$ cat src/rtl/jsu_pkg.sv
// Shared types and constants of the JSON string unescaper.
package jsu_pkg;

	typedef enum logic [1:0] {
		KIND_BYTE  = 2'd0,
		KIND_CLOSE = 2'd1,
		KIND_ERR   = 2'd2
	} kind_t;

	// Results caused by one input word; data[0] goes out first.
	typedef struct packed {
		kind_t           kind;
		logic [2:0]      cnt;
		logic [3:0][7:0] data;
	} pkt_t;

	localparam int QDEPTH_DEF = 4;

endpackage

$ cat src/rtl/jsu_front.sv
// Front end: parses input bytes and builds at most one result packet per word.
module jsu_front (
	input  logic          clk,
	input  logic          arst_n,
	input  logic          byte_valid,
	input  logic          q_full,
	input  logic [7:0]    in_byte,
	input  logic          end_of_text,
	output logic          push,
	output jsu_pkg::pkt_t push_pkt
);
	import jsu_pkg::*;

	typedef enum logic [7:0] {
		M_IDLE   = 8'b0000_0001,
		M_STR    = 8'b0000_0010,
		M_ESC    = 8'b0000_0100,
		M_HEX1   = 8'b0000_1000,
		M_WANTBS = 8'b0001_0000,
		M_WANTU  = 8'b0010_0000,
		M_HEX2   = 8'b0100_0000,
		M_UTF8   = 8'b1000_0000
	} mode_t;

	localparam logic [7:0] CH_QUOTE  = 8'h22;
	localparam logic [7:0] CH_BSLASH = 8'h5c;
	localparam logic [7:0] CH_SLASH  = 8'h2f;
	localparam logic [7:0] CH_B      = 8'h62;
	localparam logic [7:0] CH_F      = 8'h66;
	localparam logic [7:0] CH_N      = 8'h6e;
	localparam logic [7:0] CH_R      = 8'h72;
	localparam logic [7:0] CH_T      = 8'h74;
	localparam logic [7:0] CH_U      = 8'h75;

	function automatic pkt_t encode(input logic [20:0] cp);
		pkt_t p;
		p      = '0;
		p.kind = KIND_BYTE;
		if (cp <= 21'h7f) begin
			p.cnt     = 3'd1;
			p.data[0] = cp[7:0];
		end else if (cp <= 21'h7ff) begin
			p.cnt     = 3'd2;
			p.data[0] = {3'b110, cp[10:6]};
			p.data[1] = {2'b10, cp[5:0]};
		end else if (cp <= 21'hffff) begin
			p.cnt     = 3'd3;
			p.data[0] = {4'b1110, cp[15:12]};
			p.data[1] = {2'b10, cp[11:6]};
			p.data[2] = {2'b10, cp[5:0]};
		end else begin
			p.cnt     = 3'd4;
			p.data[0] = {5'b11110, cp[20:18]};
			p.data[1] = {2'b10, cp[17:12]};
			p.data[2] = {2'b10, cp[11:6]};
			p.data[3] = {2'b10, cp[5:0]};
		end
		return p;
	endfunction

	mode_t       mode_q, mode_d;
	logic [15:0] hex_q, hex_d;
	logic [1:0]  hcnt_q, hcnt_d;
	logic [9:0]  hs_q, hs_d;
	logic [20:0] code_q, code_d;
	logic [1:0]  urem_q, urem_d;
	logic [1:0]  ulast_q, ulast_d;
	logic [7:0]  raw_q [3];

	logic        accept;
	logic        err;
	logic        hex_ok;
	logic [3:0]  hex_dig;
	logic [15:0] hv_new;
	logic [20:0] code_new;
	logic [10:0] pair_hi;
	logic [20:0] enc_cp;
	logic        enc_bad;
	logic        raw_we;
	logic [1:0]  raw_widx;
	pkt_t        pkt;

	assign accept = byte_valid && !q_full;
	assign push   = accept && (pkt.cnt != 3'd0);
	assign push_pkt = pkt;

	always_comb begin
		hex_ok  = 1'b1;
		hex_dig = 4'd0;
		if (in_byte >= 8'h30 && in_byte <= 8'h39) begin
			hex_dig = 4'(in_byte - 8'h30);
		end else if (in_byte >= 8'h61 && in_byte <= 8'h66) begin
			hex_dig = 4'(in_byte - 8'h57);
		end else if (in_byte >= 8'h41 && in_byte <= 8'h46) begin
			hex_dig = 4'(in_byte - 8'h37);
		end else begin
			hex_ok = 1'b0;
		end
	end

	assign hv_new   = {hex_q[11:0], hex_dig};
	assign code_new = {code_q[14:0], in_byte[5:0]};
	// Surrogate pair: 0x10000 + (high << 10) + low folds into the upper bits.
	assign pair_hi  = {1'b0, hs_q} + 11'd64;
	assign enc_cp   = (mode_q == M_HEX2) ? {pair_hi, hv_new[9:0]} : {5'd0, hv_new};
	assign raw_widx = ulast_q - urem_q + 2'd1;

	always_comb begin
		enc_bad = (code_new > 21'h10ffff)
			|| (code_new >= 21'h00d800 && code_new <= 21'h00dfff);
		case (ulast_q)
			2'd1:    enc_bad = enc_bad || (code_new < 21'h80);
			2'd2:    enc_bad = enc_bad || (code_new < 21'h800);
			default: enc_bad = enc_bad || (code_new < 21'h10000);
		endcase
	end

	always_comb begin
		mode_d  = mode_q;
		hex_d   = hex_q;
		hcnt_d  = hcnt_q;
		hs_d    = hs_q;
		code_d  = code_q;
		urem_d  = urem_q;
		ulast_d = ulast_q;
		raw_we  = 1'b0;
		err     = 1'b0;
		pkt      = '0;
		pkt.kind = KIND_BYTE;

		if (end_of_text) begin
			err = 1'b1;
		end else begin
			case (mode_q)
				M_STR: begin
					if (in_byte == CH_QUOTE) begin
						pkt.kind = KIND_CLOSE;
						pkt.cnt  = 3'd1;
						mode_d   = M_IDLE;
					end else if (in_byte < 8'h20) begin
						err = 1'b1;
					end else if (in_byte == CH_BSLASH) begin
						mode_d = M_ESC;
					end else if (in_byte < 8'h80) begin
						pkt.cnt     = 3'd1;
						pkt.data[0] = in_byte;
					end else if (in_byte >= 8'hc2 && in_byte <= 8'hdf) begin
						ulast_d = 2'd1;
						urem_d  = 2'd1;
						code_d  = {16'd0, in_byte[4:0]};
						mode_d  = M_UTF8;
					end else if (in_byte >= 8'he0 && in_byte <= 8'hef) begin
						ulast_d = 2'd2;
						urem_d  = 2'd2;
						code_d  = {17'd0, in_byte[3:0]};
						mode_d  = M_UTF8;
					end else if (in_byte >= 8'hf0 && in_byte <= 8'hf4) begin
						ulast_d = 2'd3;
						urem_d  = 2'd3;
						code_d  = {18'd0, in_byte[2:0]};
						mode_d  = M_UTF8;
					end else begin
						err = 1'b1;
					end
				end
				M_ESC: begin
					mode_d  = M_STR;
					pkt.cnt = 3'd1;
					case (in_byte)
						CH_QUOTE, CH_BSLASH, CH_SLASH: pkt.data[0] = in_byte;
						CH_B: pkt.data[0] = 8'h08;
						CH_F: pkt.data[0] = 8'h0c;
						CH_N: pkt.data[0] = 8'h0a;
						CH_R: pkt.data[0] = 8'h0d;
						CH_T: pkt.data[0] = 8'h09;
						CH_U: begin
							pkt.cnt = 3'd0;
							mode_d  = M_HEX1;
							hex_d   = 16'd0;
							hcnt_d  = 2'd0;
						end
						default: err = 1'b1;
					endcase
				end
				M_HEX1, M_HEX2: begin
					if (!hex_ok) begin
						err = 1'b1;
					end else if (hcnt_q != 2'd3) begin
						hex_d  = hv_new;
						hcnt_d = hcnt_q + 2'd1;
					end else begin
						hcnt_d = 2'd0;
						hex_d  = hv_new;
						if (mode_q == M_HEX1 && hv_new[15:10] == 6'b110110) begin
							hs_d   = hv_new[9:0];
							hex_d  = 16'd0;
							mode_d = M_WANTBS;
						end else if ((mode_q == M_HEX1) == (hv_new[15:10] == 6'b110111)) begin
							// low surrogate first, or second escape not a low surrogate
							err = 1'b1;
						end else begin
							mode_d = M_STR;
							pkt    = encode(enc_cp);
						end
					end
				end
				M_WANTBS: begin
					if (in_byte == CH_BSLASH) mode_d = M_WANTU;
					else err = 1'b1;
				end
				M_WANTU: begin
					if (in_byte == CH_U) begin
						mode_d = M_HEX2;
						hex_d  = 16'd0;
						hcnt_d = 2'd0;
					end else begin
						err = 1'b1;
					end
				end
				M_UTF8: begin
					if (in_byte[7:6] != 2'b10) begin
						err = 1'b1;
					end else if (urem_q > 2'd1) begin
						code_d = code_new;
						raw_we = 1'b1;
						urem_d = urem_q - 2'd1;
					end else if (enc_bad) begin
						err = 1'b1;
					end else begin
						// release the held lead and continuation bytes
						pkt.cnt     = {1'b0, ulast_q} + 3'd1;
						pkt.data[0] = raw_q[0];
						pkt.data[1] = raw_q[1];
						pkt.data[2] = raw_q[2];
						pkt.data[3] = in_byte;
						pkt.data[ulast_q] = in_byte;
						urem_d  = 2'd0;
						code_d  = 21'd0;
						mode_d  = M_STR;
					end
				end
				default: begin
					if (in_byte == CH_QUOTE) mode_d = M_STR;
					else err = 1'b1;
				end
			endcase
		end

		if (err) begin
			pkt      = '0;
			pkt.kind = KIND_ERR;
			pkt.cnt  = 3'd1;
			mode_d   = M_IDLE;
			raw_we   = 1'b0;
		end
	end

	always_ff @(posedge clk or negedge arst_n) begin
		if (!arst_n) begin
			mode_q  <= M_IDLE;
			hex_q   <= '0;
			hcnt_q  <= '0;
			hs_q    <= '0;
			code_q  <= '0;
			urem_q  <= '0;
			ulast_q <= '0;
		end else if (accept) begin
			mode_q  <= mode_d;
			hex_q   <= hex_d;
			hcnt_q  <= hcnt_d;
			hs_q    <= hs_d;
			code_q  <= code_d;
			urem_q  <= urem_d;
			ulast_q <= ulast_d;
		end
	end

	always_ff @(posedge clk) begin
		if (accept && mode_q == M_STR && mode_d == M_UTF8) begin
			raw_q[0] <= in_byte;
		end
		if (accept && raw_we) begin
			raw_q[raw_widx] <= in_byte;
		end
	end

endmodule

$ cat src/rtl/jsu_queue.sv
// Packet queue between the parser front end and the result back end.
module jsu_queue #(
	parameter int DEPTH = jsu_pkg::QDEPTH_DEF
) (
	input  logic          clk,
	input  logic          arst_n,
	input  logic          push,
	input  jsu_pkg::pkt_t push_pkt,
	input  logic          pop,
	output jsu_pkg::pkt_t head_pkt,
	output logic          full,
	output logic          empty
);
	import jsu_pkg::*;

	localparam int PTR_W = (DEPTH > 1) ? $clog2(DEPTH) : 1;
	localparam int CNT_W = $clog2(DEPTH + 1);
	localparam logic [PTR_W-1:0] PTR_LAST = PTR_W'(DEPTH - 1);
	localparam logic [CNT_W-1:0] CNT_FULL = CNT_W'(DEPTH);

	pkt_t             slot_q [DEPTH];
	logic [PTR_W-1:0] wr_q, rd_q;
	logic [CNT_W-1:0] cnt_q;
	logic             do_push, do_pop;

	assign full     = (cnt_q == CNT_FULL);
	assign empty    = (cnt_q == '0);
	assign do_push  = push && !full;
	assign do_pop   = pop && !empty;
	assign head_pkt = slot_q[rd_q];

	always_ff @(posedge clk or negedge arst_n) begin
		if (!arst_n) begin
			wr_q  <= '0;
			rd_q  <= '0;
			cnt_q <= '0;
		end else begin
			if (do_push) wr_q <= (wr_q == PTR_LAST) ? '0 : wr_q + PTR_W'(1);
			if (do_pop)  rd_q <= (rd_q == PTR_LAST) ? '0 : rd_q + PTR_W'(1);
			if (do_push && !do_pop) cnt_q <= cnt_q + CNT_W'(1);
			else if (do_pop && !do_push) cnt_q <= cnt_q - CNT_W'(1);
		end
	end

	always_ff @(posedge clk) begin
		if (do_push) slot_q[wr_q] <= push_pkt;
	end

endmodule

$ cat src/rtl/jsu_back.sv
// Back end: unpacks queued packets into single result words.
module jsu_back (
	input  logic          clk,
	input  logic          arst_n,
	input  jsu_pkg::pkt_t head_pkt,
	input  logic          empty,
	output logic          pop,
	output logic          res_valid,
	input  logic          res_stall,
	output logic [1:0]    kind,
	output logic [7:0]    out_byte,
	output logic          last
);
	import jsu_pkg::*;

	logic [1:0] idx_q;
	logic       valid_q;
	logic [1:0] kind_q;
	logic [7:0] byte_q;
	logic       last_q;
	logic       load;
	logic       at_end;

	assign load   = !valid_q || !res_stall;
	assign at_end = ({1'b0, idx_q} == head_pkt.cnt - 3'd1);
	assign pop    = load && !empty && at_end;

	assign res_valid = valid_q;
	assign kind      = kind_q;
	assign out_byte  = byte_q;
	assign last      = last_q;

	always_ff @(posedge clk or negedge arst_n) begin
		if (!arst_n) begin
			valid_q <= 1'b0;
			idx_q   <= '0;
		end else if (load) begin
			valid_q <= !empty;
			if (!empty) idx_q <= at_end ? 2'd0 : idx_q + 2'd1;
		end
	end

	always_ff @(posedge clk) begin
		if (load && !empty) begin
			kind_q <= head_pkt.kind;
			byte_q <= head_pkt.data[idx_q];
			last_q <= at_end;
		end
	end

endmodule

$ cat src/rtl/json_string_unescape_utf8_top.sv
// Top level of the streaming JSON string unescaper with UTF-8 checking.
//
// Input channel: byte_valid / byte_stall carry in_byte and end_of_text, one
// word per cycle when byte_stall is low. A quote opens a string; escapes are
// decoded, \u escapes re-encoded as UTF-8, raw UTF-8 checked and passed on.
// Output channel: res_valid / res_stall carry kind, out_byte and last. Each
// input word gives zero to four results; last marks the final one of them.
// A close or error result returns the parser to idle.
// A result passes through a packet queue slot and then the output register
// after its input word is taken.
// Throughput: one input word per cycle while byte_stall is low and one result
// per cycle while res_stall is low; the parser decides each word combinationally
// and the back end unpacks multi-byte packets one byte a cycle, so bursts of up
// to four bytes drain from the QDEPTH-entry packet queue.
// Reset (arst_n low) empties the queue and output register and puts the
// parser in idle, waiting for an opening quote.
// While res_stall is high the output word holds; byte_stall rises only when
// the packet queue is full.
module json_string_unescape_utf8_top #(
	parameter int QDEPTH = jsu_pkg::QDEPTH_DEF
) (
	input  logic       clk,
	input  logic       arst_n,
	input  logic       byte_valid,
	output logic       byte_stall,
	input  logic [7:0] in_byte,
	input  logic       end_of_text,
	output logic       res_valid,
	input  logic       res_stall,
	output logic [1:0] kind,
	output logic [7:0] out_byte,
	output logic       last
);
	import jsu_pkg::*;

	pkt_t push_pkt, head_pkt;
	logic push, pop, q_full, q_empty;

	assign byte_stall = q_full;

	jsu_front u_front (
		.clk         (clk),
		.arst_n      (arst_n),
		.byte_valid  (byte_valid),
		.q_full      (q_full),
		.in_byte     (in_byte),
		.end_of_text (end_of_text),
		.push        (push),
		.push_pkt    (push_pkt)
	);

	jsu_queue #(
		.DEPTH (QDEPTH)
	) u_queue (
		.clk      (clk),
		.arst_n   (arst_n),
		.push     (push),
		.push_pkt (push_pkt),
		.pop      (pop),
		.head_pkt (head_pkt),
		.full     (q_full),
		.empty    (q_empty)
	);

	jsu_back u_back (
		.clk       (clk),
		.arst_n    (arst_n),
		.head_pkt  (head_pkt),
		.empty     (q_empty),
		.pop       (pop),
		.res_valid (res_valid),
		.res_stall (res_stall),
		.kind      (kind),
		.out_byte  (out_byte),
		.last      (last)
	);

endmodule

$ cat config.mk
export PLATFORM = sky130hd
export DESIGN_NAME = json_string_unescape_utf8_top
export DESIGN_NICKNAME = d
export VERILOG_FILES = /design/src/rtl/jsu_pkg.sv /design/src/rtl/jsu_front.sv /design/src/rtl/jsu_queue.sv /design/src/rtl/jsu_back.sv /design/src/rtl/json_string_unescape_utf8_top.sv
export SDC_FILE = /design/constraint.sdc
export NUM_CORES = 1
export LEC_CHECK = 0
export BUFFER_PORTS_ARGS = -buffer_cell sky130_fd_sc_hd__buf_2
export CORE_ASPECT_RATIO = 0.75
export CORE_MARGIN = 3
export CORE_UTILIZATION = 31
export CTS_CLUSTER_DIAMETER = 80
export DETAILED_ROUTE_END_ITERATION = 6
export SLEW_MARGIN = 30
export SYNTH_ARGS = -nofsm -noshare
export SYNTH_HDL_FRONTEND = slang
export SYNTH_SLANG_ARGS = --single-unit
$ cat constraint.sdc
create_clock -name clk -period 6.5 [get_ports clk]
set_input_delay 1.3 -clock clk [delete_from_list [all_inputs] [get_ports clk]]
set_output_delay 1.3 -clock clk [all_outputs]
set_load 0.005 [all_outputs]
==> results.tsv <==
stage	metric	value	unit
run_status	status	finished, final reports clean	
power	Pwr Total	4.27	mW
worst_setup_path	crit path kind	in -> reg	
die	# rows	61	
worst_setup_path	Data arrival, critical path	5.21	ns
worst_setup_path	CP endpoint kind	flop	
finish	Final #Nets	916	
clock_tree	Worst-path clk slew	0.06	ns
timing	WHS	0.486	ns
clock_tree	count of hold-fix buffers inserted at cts	0	
clock_tree	H-tree depth	1	
timing	Setup Total Neg Slack	0	ns
timing	RSZ-0062 raised after global routing	false	
logic_synthesis	Async S/R FF share, synth	0.250	
route	Post-Route WL	29400	µm
global_route	All-Layer GR Usage	0.145	
logic_synthesis	Cells after Synth	869	
placement	placed cell count	1361	
route	Antenna Violating Nets Remaining	0	
global_route	largest net degree at the start of global routing	62	
worst_setup_path	largest stage delay on the critical path	0.71	ns
global_route	first-pass GRT wire length	46100	µm
finish	Area growth, synth to finish	11.3	%
power	worst vdd ir	0.224	mV
clock_tree	Post-CTS Resized	0	
worst_setup_path	crit-path cells	buf_2 > inv_1 > ha_1 > o21bai_1 > a2111oi_4 > nor2_2 > nor4b_1 > a221oi_1 > a41oi_2 > ha_1 > inv_1 > fa_1 > xor2_1 > nor2_1 > xor2_1	
clock_tree	CTS Buffer Depth	3	
route	initial DRC count	928	
run	max-cap violations	0	
clock_tree	worst-skew pair later-pin latency	0.53	ns
timing	Final setup viols	0	
worst_setup_path	Crit path required time	6.93	ns
route	Via density	5.32	
route	vias after detailed routing	7488	
route	DRC viols	0	
finish	total area of sequential cells	7020	µm²
finish	area occupied by multi-input gates	4560	µm²
clock_tree	postcts setup bufs	0	
route	drt pass-1 iters	5	
timing	relative slew slack	0.411	
power	pwr/cell area	322	nW/µm²
die	chip width	232	µm
finish	Post-Layout Cell Count	1407	
finish	share of layout cells above drive strength 1	0.197	
timing	Final Max Tran Viols	0	
min_path	HP Class	reg -> reg	
route	Wirelength per Cell	20.9	µm
timing	min Tclk post-route	4.78	ns
logic_synthesis	Mapped Avg Cell Area	13.7	µm²
placement	GP Congestion	0.917	
finish	FILL cells	3594	
clock_tree	CTS Buf Count	25	
finish	diodes inserted	0	
placement	post-DP HPWL	20000	µm
die	die height	176	µm
global_route	initial antenna violation count	0	
timing	skew final	0.0230	ns
timing	Tcrit/Tclk final	0.735	
global_route	global route total overflow	0	
logic_synthesis	mapped cell area	11900	µm²
logic_synthesis	Cell variety after synth	83	
power	leakage	4.68	nW
die	CORE AREA	37500	µm²
finish	final core utilization	0.354	
logic_synthesis	sequential element share of the synthesized area	0.590	
die	Die ar.	40800	µm²
logic_synthesis	YS warnings	0	
timing	f_max	209	MHz
die	Initial Util	0.318	
placement	PortBufs	25	
timing	final hold violations	0	
clock_tree	CTS Root Cell	clkbuf_16	
global_route	vias in the first global route	7281	
worst_setup_path	startpoint types	input pin	
worst_setup_path	Crit Path Max Fanout	14	
clock_tree	CTS tree	built	
worst_setup_path	Slowest cell on crit path	a2111oi_4	
logic_synthesis	number of synthesized flops with an enable pin	183	
logic_synthesis	Yosys reg bits	244	
logic_synthesis	ys flop type	edfxtp_1	
clock_tree	CTS Sinks	244	
die	I/O pins	26	
timing	Worst-Margin Slew	0.884	ns
layout make-up:
class,instances,area share
multi-input cells,545,0.344
clock inverters,13,0.00425
flip-flops and latches,244,0.530
repair buffers,36,0.0157
well taps,504,0.0476
inverters,32,0.00906
clock buffers,33,0.0494
per-layer routing:
metal,track usage,part of all wire,vias up
met2,0.202,0.41,260
met5,0,0,-
li1,-,-,3385
met1,0.229,0.49,3801
met4,0.0224,0.017,0
met3,0.0345,0.080,42
flip-flops by register name (all words and copies together), names as in the netlist:
| signal | count |
|---|---|
| u_back.idx_q | 2 |
| u_back.kind | 2 |
| u_back.last | 1 |
| u_back.out_byte | 8 |
| u_back.res_valid | 1 |
| u_front.code_q | 15 |
| u_front.hcnt_q | 2 |
| u_front.hex_q | 12 |
| u_front.hs_q | 10 |
| u_front.mode_q | 8 |
| u_front.raw_q | 24 |
| u_front.ulast_q | 2 |
| u_front.urem_q | 2 |
| u_queue.cnt_q | 3 |
| u_queue.rd_q | 2 |
| u_queue.slot_q | 148 |
| u_queue.wr_q | 2 |
cells in the final DEF (no fill, tap or decap), types with 5 or more instances in the layout:
cell type    n
mux2i_1     31
xnor2_1      6
a31oi_1      6
xor2_1       8
a22o_1      22
o22ai_1      7
inv_1       32
dfrtp_1     59
o211ai_1     9
and3_1       9
buf_2       25
a21oi_1     29
and2_1       5
clkinv_1    10
ha_1        18
nor2_2       8
buf_4       11
edfxtp_1   183
nor2b_1      7
nand2b_1     6
nor4_1      11
nor2_1      53
nor3_1      13
clkbuf_16   25
mux2_2      31
nand4b_1     6
o21ai_0     25
nand3_1     15
nand2_1     68
mux4_2      45
a21oi_2      5
clkbuf_1     8
a22oi_1     19
synthesized netlist by cell type (4+ instances only):
library cell,n,share of area
edfxtp_1,183,0.46
nand2_1,68,0.021
dfrtp_1,60,0.13
nor2_1,53,0.017
mux4_2,45,0.085
inv_1,32,0.010
a21oi_1,31,0.013
mux2_2,31,0.029
mux2i_1,31,0.026
clkbuf_1,26,0.0082
o21ai_0,25,0.011
a22o_1,22,0.016
a22oi_1,19,0.012
ha_1,18,0.019
nand3_1,15,0.0063
nor3_1,13,0.0055
nor4_1,11,0.0058
buf_2,10,0.0042
and2_1,9,0.0047
and3_1,9,0.0047
buf_1,9,0.0028
o211ai_1,9,0.0057
nor2_2,8,0.0042
xor2_1,8,0.0059
nor2b_1,7,0.0037
o22ai_1,7,0.0037
a31oi_1,6,0.0032
nand2b_1,6,0.0032
nand4b_1,6,0.0044
xnor2_1,6,0.0044
and4b_1,4,0.0034
buf_6,4,0.0038
nand4_1,4,0.0021
o2111ai_1,4,0.0029
or4_1,4,0.0025
where the power goes:
part / internal (mW) / switching (mW)
clock: 0.705 / 0.573
sequential: 1.94 / 0.118
combinational: 0.450 / 0.477
critical path: cells and delay by family:
family / cells / cell delay, ns
xor gates and xnor gates: 2 / 0.33
buffers and inverters: 3 / 0.40
and+or+nand+nor: 3 / 0.69
adders and majority gates: 3 / 0.93
AOI/OAI and AO/OA: 4 / 1.53
logic make-up after synthesis:
family	synth area share
AND/OR/NAND/NOR	0.108
AO/OA/AOI/OAI	0.0989
flip-flops	0.590
other	0.000315
XOR/XNOR	0.0103
buffers and inverters	0.0304
adder cells (fa/ha/maj)	0.0206
multiplexers	0.142
worst paths after layout:
path	startpoint	to	slack, ns	cells past startpoint
max reg2reg	u_front.mode_q[3]	u_queue.cnt_q[2]	2.06	13
max	in_byte[0]	u_queue.cnt_q[2]	1.72	15
max in group asynchronous	arst_n	u_queue.rd_q[0]	4.98	2
min	u_front.hcnt_q[0]	u_front.hcnt_q[0]	0.49	1
min reg2reg	u_front.hcnt_q[0]	u_front.hcnt_q[0]	0.49	1
min in group asynchronous	arst_n	u_front.hex_q[1]	0.97	2
stage by stage:
step           setup slack, ns  area, µm²
3_5_place_dp              1.28      12500
5_1_grt                   1.42      13300
4_1_cts                   1.81      13300
6_report                  1.72      13300
2_1_floorplan             1.78      11900
3_3_place_gp              1.39      12500
(Power assumes the default switching activity.)
